## src/hw/rtl/cbpe_pkg.sv

```systemverilog
// Shared constants and types for the cubic Bezier point evaluator.
package cbpe_pkg;

  localparam int COORD_BITS_DEF      = 16;
  localparam int PARAM_FRAC_BITS_DEF = 16;
  localparam int NUM_POINTS          = 4;
  localparam int NUM_AXES            = 3;
  localparam int CFG_INDEX_BITS      = 3;

  typedef enum logic [CFG_INDEX_BITS-1:0] {
    REG_START_POINT   = 3'd0,
    REG_FIRST_HANDLE  = 3'd1,
    REG_SECOND_HANDLE = 3'd2,
    REG_END_POINT     = 3'd3
  } cfg_reg_t;

endpackage

```

## src/hw/rtl/cbpe_weights.sv

```systemverilog
// Three-stage pipeline forming the weights k0..k3 from t: the Bernstein weights without the factor 3 on k1 and k2.
module cbpe_weights
  import cbpe_pkg::*;
#(
  parameter int PARAM_FRAC_BITS = PARAM_FRAC_BITS_DEF
) (
  input  logic                                  clk,
  input  logic                                  rst_n,
  input  logic                                  in_valid,
  output logic                                  in_ready,
  input  logic [PARAM_FRAC_BITS:0]              in_t,
  output logic                                  out_valid,
  input  logic                                  out_ready,
  output logic [NUM_POINTS-1:0][PARAM_FRAC_BITS:0] out_k
);

  localparam int F  = PARAM_FRAC_BITS;
  localparam int MW = 2*F + 2;
  localparam logic [F:0] ONE = {1'b1, {F{1'b0}}};

  logic           v0_r, v1_r, v2_r;
  logic           rdy0, rdy1, rdy2;
  logic [F:0]     t_cl, r_cl;
  logic [F:0]     t0_r, r0_r;
  logic [F:0]     t1_r, r1_r, tt1_r, rr1_r;
  logic [2*F+1:0] tt_full, rr_full;
  logic [2*F+1:0] k0_full, k1_full, k2_full, k3_full;
  logic [NUM_POINTS-1:0][F:0] k_r;

  assign rdy2     = !v2_r || out_ready;
  assign rdy1     = !v1_r || rdy2;
  assign rdy0     = !v0_r || rdy1;
  assign in_ready = rdy0;

  assign t_cl = (in_t > ONE) ? ONE : in_t;
  assign r_cl = ONE - t_cl;

  assign tt_full = MW'(t0_r) * MW'(t0_r);
  assign rr_full = MW'(r0_r) * MW'(r0_r);

  assign k0_full = MW'(r1_r) * MW'(rr1_r);
  assign k1_full = MW'(rr1_r) * MW'(t1_r);
  assign k2_full = MW'(r1_r) * MW'(tt1_r);
  assign k3_full = MW'(tt1_r) * MW'(t1_r);

  always_ff @(posedge clk) begin
    if (!rst_n) begin
      v0_r <= 1'b0;
      v1_r <= 1'b0;
      v2_r <= 1'b0;
    end else begin
      if (rdy0) v0_r <= in_valid;
      if (rdy1) v1_r <= v0_r;
      if (rdy2) v2_r <= v1_r;
    end
  end

  always_ff @(posedge clk) begin
    if (rdy0 && in_valid) begin
      t0_r <= t_cl;
      r0_r <= r_cl;
    end
    if (rdy1 && v0_r) begin
      t1_r  <= t0_r;
      r1_r  <= r0_r;
      tt1_r <= tt_full[2*F:F];
      rr1_r <= rr_full[2*F:F];
    end
    if (rdy2 && v1_r) begin
      k_r[0] <= k0_full[2*F:F];
      k_r[1] <= k1_full[2*F:F];
      k_r[2] <= k2_full[2*F:F];
      k_r[3] <= k3_full[2*F:F];
    end
  end

  assign out_valid = v2_r;
  assign out_k     = k_r;

  a_accept_fills: assert property (@(posedge clk) disable iff (!rst_n)
    (in_valid && in_ready) |=> v0_r)
    else $error("accepted request did not reach first stage");

  a_t_plus_r: assert property (@(posedge clk) disable iff (!rst_n)
    v0_r |-> ((F+2)'(t0_r) + (F+2)'(r0_r) == (F+2)'(ONE)))
    else $error("t and 1-t do not sum to one");

  a_unit_square: assert property (@(posedge clk) disable iff (!rst_n)
    (v1_r && t1_r == ONE) |-> (tt1_r == ONE && rr1_r == '0))
    else $error("square of t at one is wrong");

endmodule

```

## config.mk

```make
export PLATFORM = sky130hd
export DESIGN_NAME = cbpe_weights
export DESIGN_NICKNAME = d
export VERILOG_FILES = /design/src/hw/rtl/cbpe_pkg.sv /design/src/hw/rtl/cbpe_weights.sv
export SDC_FILE = /design/constraint.sdc
export NUM_CORES = 2
export LEC_CHECK = 0
export BUFFER_PORTS_ARGS = -buffer_cell sky130_fd_sc_hd__buf_4
export CAP_MARGIN = 10
export CORE_AREA = 2 2 486 343
export DETAILED_ROUTE_END_ITERATION = 10
export DIE_AREA = 0 0 488 345
export HOLD_SLACK_MARGIN = 0.1
export PLACE_DENSITY_LB_ADDON = 0.05
export SLEW_MARGIN = 20
export SYNTH_ARGS = -nofsm -noshare
export SYNTH_HDL_FRONTEND = slang
export SYNTH_SLANG_ARGS = --single-unit
```

## constraint.sdc

```tcl
create_clock -name clk -period 6.3 [get_ports clk]
set_input_delay 0.315 -clock clk [delete_from_list [all_inputs] [get_ports clk]]
set_output_delay 0.315 -clock clk [all_outputs]
set_load 0.02 [all_outputs]
```

# ---- Word-level counts from Yosys, hierarchy flattened
# Index checks and enable logic that the tools add are counted.
# Widths: inputs -> output; s select.
dict set report totals {
  register_bits 173
  in_bits 21
}
dict set report classes {
  n_addsub 1
  multipliers 6
  order_cmp 1
  mux 1
  reduce_logical 9
}
# operator n
set op_table {}
lappend op_table {{$mul 17x17->33} 6}
lappend op_table {{$gt 17x17->1 const B} 1}
lappend op_table {{$mux 17} 1}
lappend op_table {{$sub 17x17->17 const A} 1}
lappend op_table {{$logic_and 1x1->1} 3}
lappend op_table {{$logic_not 1->1} 3}
lappend op_table {{$logic_or 1x1->1} 3}

# ---- Logic depth before layout (Yosys ltp)
dict set report logic_depth {
  depth_word 5
  depth_mapped 26
}

# ---- Worst setup path before layout
# No wires, ideal clock.
dict set report synth_path {
  path_type {register -> register}
  from {reg t0_r[14]}
  to {reg tt1_r[16], data pin}
  setup_time_ps 260
  arrival_time_ps 5823
  required_time_ps 6040
  path_slack_ps 217
  stages_incl_launch_ff 23
  path_buffers 2
  period_less_slack_ps 6083
  path_cell_list {edfxtp_1 > clkbuf_1 > clkbuf_1 > nand2_1 > fa_1 > fa_1 > fa_1 > inv_1 > fa_1 > fa_1 > inv_1 > fa_1 > inv_1 > ha_1 > a21oi_1 > o21ai_0 > a21oi_1 > o21bai_1 > a31o_1 > and2_4 > or4_4 > a31oi_4 > xnor2_1}
}
dict set report synth_via {
  elab_chain_len 1
}
# item line_no
set synth_rtl {}
lappend synth_rtl {{from (decl)} cbpe_weights.sv:24} ;# logic [F:0] t0_r, r0_r;
lappend synth_rtl {{from (signal assigned)} cbpe_weights.sv:60} ;# t0_r <= t_cl;
lappend synth_rtl {{$mul 17x17->33} cbpe_weights.sv:38} ;# assign tt_full = MW'(t0_r) * MW'(t0_r);
lappend synth_rtl {{named net tt_full[32]} cbpe_weights.sv:26} ;# logic [2*F+1:0] tt_full, rr_full;
lappend synth_rtl {{to (signal assigned)} cbpe_weights.sv:66} ;# tt1_r <= tt_full[2*F:F];
lappend synth_rtl {{to (decl)} cbpe_weights.sv:25} ;# logic [F:0] t1_r, r1_r, tt1_r, rr1_r;
# The timed path passes the listed nets, and every way through them passes these cells.
# A chain may end at the register's enable or synchronous reset.

# ---- Final worst setup path
dict set report layout_path {
  from {reg rr1_r[5]}
  to {reg k_r, in the netlist out_k[33], data pin}
}
dict set report layout_via {
  elab_chain_len 1
}
# item line_no
set layout_rtl {}
lappend layout_rtl {{from (decl)} cbpe_weights.sv:25}
lappend layout_rtl {{from (signal assigned)} cbpe_weights.sv:67} ;# rr1_r <= rr_full[2*F:F];
lappend layout_rtl {{$mul 17x17->33} cbpe_weights.sv:42} ;# assign k1_full = MW'(rr1_r) * MW'(t1_r);
lappend layout_rtl {{named net k1_full[32]} cbpe_weights.sv:27} ;# logic [2*F+1:0] k0_full, k1_full, k2_full, k3_full;
lappend layout_rtl {{to (decl)} cbpe_weights.sv:28} ;# logic [NUM_POINTS-1:0][F:0] k_r;
# The timed path passes the listed nets, and every way through them passes these cells.

==> run metrics <==
MaxCap Viol Count=0; number of synthesized register bits=171; final hold violation count=0; post-layout min period=6.24 ns; Async S/R FF share, synth=0%; die width=488 um; Vias/cell=4.53; initial antenna violation count=10; Post-synth EDFFs=between 150 and 200; CP required=6.60 ns; DRC violations left=0; Netlist cell types=72; Initial Util=34.7%; Clock Tree Root=clkbuf_16; filler instances=approximately 17000; Detail Route Antenna Nets=0; clock skew=0.0306 ns; critical path capture point type=flop; Bufs on Longest Clock Path=2; vias post-DR=around 40000; Syn Nets=8041; CTS clock-pin slew for the worst setup and hold paths=0.08 ns; Critical Path Slowest Stage Cell=fa_1; Yosys Warn Count=0; port bufs=90; GPL Wtd Cong=0.825; setup slack after layout=0.0563 ns; layout cells sized above 1=14.0%; multi-input logic area=about 46000 um2; pre-CTS setup slack=-0.294 ns; Routed WL=162000 um; vias in the first global route=43400; Placement Rows=roughly 130; Worst slew margin=41.0%; Cells after Synth=6135; CTS H-tree depth=4; worst hold path type=input port to flop; Mapped Avg Cell Area=between 9 and 10 um2; first-pass GRT wire length=257000 um; register area=5100 um2; GRT overflow=0; Initial DRT Pass Iterations=5; unrepaired setup endpoints after global routing=yes; crit-path max FO=5; Sink Count=171; most frequent CP cell=fa_1; post-DP HPWL=137000 um; Setup-failing EPs final=0; P&R area growth vs syn=16.9%; worst-path cell chain=buf_6 > buf_16 > buf_4 > and2_4 > fa_1 > fa_1 > fa_1 > fa_1 > fa_1 > inv_1 > fa_1 > inv_2 > ha_4 > nand4_1 > nor2_1 > a22o_1 > a21oi_2 > a21oi_2 > a31oi_1 > buf_4 > or3_4 > a311oi_2 > xnor2_1; CTS tree=built; outcome=complete, no violations; Clock Latency Late Sink=0.57 ns; Slew @ Worst Pin=0.883 ns; Boundary Pins=91; max-slew violations=0; CP delay by family, top=adder cells; crit path buf inv count=6; DIE AREA=168000 um2; sequential share of the synthesized area=under 10%; core area=164000 um2; kind of critical path=flop to flop; Num CTS Buffers=17; Worst Setup Start Kind=flop; cell area after synthesis=about 57000 um2; final worst path period share=99.1%; Die Y-Extent=345 um; Layout Nets=about 8500; DRT iter0 DRCs=1780; All-Layer GR Usage=around 20%; fmax=160 MHz; WL/cell=18.4 um; CP arrival=between 6 and 7 ns; CP peak stage delay=0.57 ns; ys flop type=edfxtp_1; largest net degree at the start of global routing=68
==> metrics by stage <==
step                std cells  hold WS (ns)  TNS (ns)  instance area, um2  util, %
finish                   8801         0.168         0               66800     40.6
global route             8796         0.139     -1.24               66700     40.6
CTS                      8743         0.111   -0.0203               65300     39.7
detailed placement       8674         0.543     -3.82               64000     39.0
global placement         8673         0.543     -4.84               64000     38.9
floorplan                6135         0.424         0               57100        -
==> synth_stat cells (11+ instances only) <==
library cell	count	area share (%)
fa_1	1260	44
and3_1	16	0.18
clkbuf_1	246	1.6
ha_1	625	14
o21a_1	20	0.26
and2_1	589	6.5
xnor2_1	104	1.6
nand4_1	20	0.22
nand2_1	843	5.5
o21ai_0	46	0.40
edfxtp_1	168	8.8
xor2_1	53	0.81
nor2b_1	30	0.33
inv_1	1666	11
o21bai_1	16	0.21
nor3_1	18	0.16
a21o_1	66	0.87
nor2_1	85	0.56
nand3_1	25	0.22
a21oi_1	108	0.95
a211oi_1	11	0.14
==> layout make-up <==
cell class / instances / area share, %
diodes: 6 / 0.0225
clock buffers: 17 / 0.637
clock inverters: 14 / 0.281
well taps: 2222 / 4.16
flip-flops and latches: 171 / 7.65
inverters: 1666 / 9.37
multi-input cells: 4050 / 68.9
repair buffers: 655 / 9.01
==> what timing repair did <==
item                                    in CTS  in global routing
resized for setup                           63                241
endpoints found under the setup margin      31                 52
hold buffers                                 9                  0
endpoints found under the hold margin       10                  0
gates cloned                                 1                  0
buffers inserted                            28                 53
pin swaps                                   35                138
==> cell families (layout without fill, tap and decap cells) <==
group	after synthesis	after routing	share of synthesized area, %
xor gates and xnor gates	157	157	2.41
AOI/OAI and AO/OA	340	340	4.01
other	0	6	0
and+or+nand+nor	1666	1666	14.2
adders and majority gates	1885	1885	57.9
buffers and inverters	1914	2352	12.6
muxes	2	2	0.0394
DFF	171	171	8.94
==> flip-flops by register name, indices dropped and copies added (netlist names), 16 cells and up <==
| signal | cells |
|---|---|
| out_k | 68 |
| tt1_r | 17 |
| rr1_r | 17 |
| r0_r | 16 |
| r1_r | 16 |
| t0_r | 17 |
| t1_r | 17 |
==> final timing paths <==
path | start | endpoint | slack, ns | cells after the start
max | rr1_r[5] | out_k[33] | 0.06 | 23
min | in_t[9] | t0_r[9] | 0.17 | 2
max reg2reg | rr1_r[5] | out_k[33] | 0.06 | 23
min reg2reg | v0_r | v1_r | 0.58 | 2
==> metal layers <==
layer	vias up	GRT usage, %	share of wire [%]
li1	18800	-	-
met1	20400	31.6	53
met2	601	28.6	41
met3	73	3.41	4.6
met4	0	2.78	1.2
met5	-	0	0
==> placed cells by master, fill, tap and decap left out, drive strengths merged, types with 5 or more instances in the layout <==
cell type,netlist,routed
a211oi,13,13
a21o,66,66
a21oi,109,109
a221oi,5,5
a31o,5,5
a31oi,6,6
a41oi,6,6
and2,590,590
and3,16,16
and4,5,5
buf,2,646
clkbuf,246,17
clkinv,0,5
diode,0,6
dlygate4sd3,0,9
edfxtp,168,168
fa,1260,1260
ha,625,625
inv,1666,1672
nand2,843,843
nand2b,9,9
nand3,25,25
nand4,20,20
nor2,85,85
nor2b,30,30
nor3,19,19
o21a,20,20
o21ai,51,51
o21bai,16,16
o31ai,8,8
or2,6,6
or3,7,7
xnor2,104,104
xor2,53,53
Power is left out: the tool's default activity adds up to more than one toggle a clock period on the data nets, which glitch-free logic cannot reach.
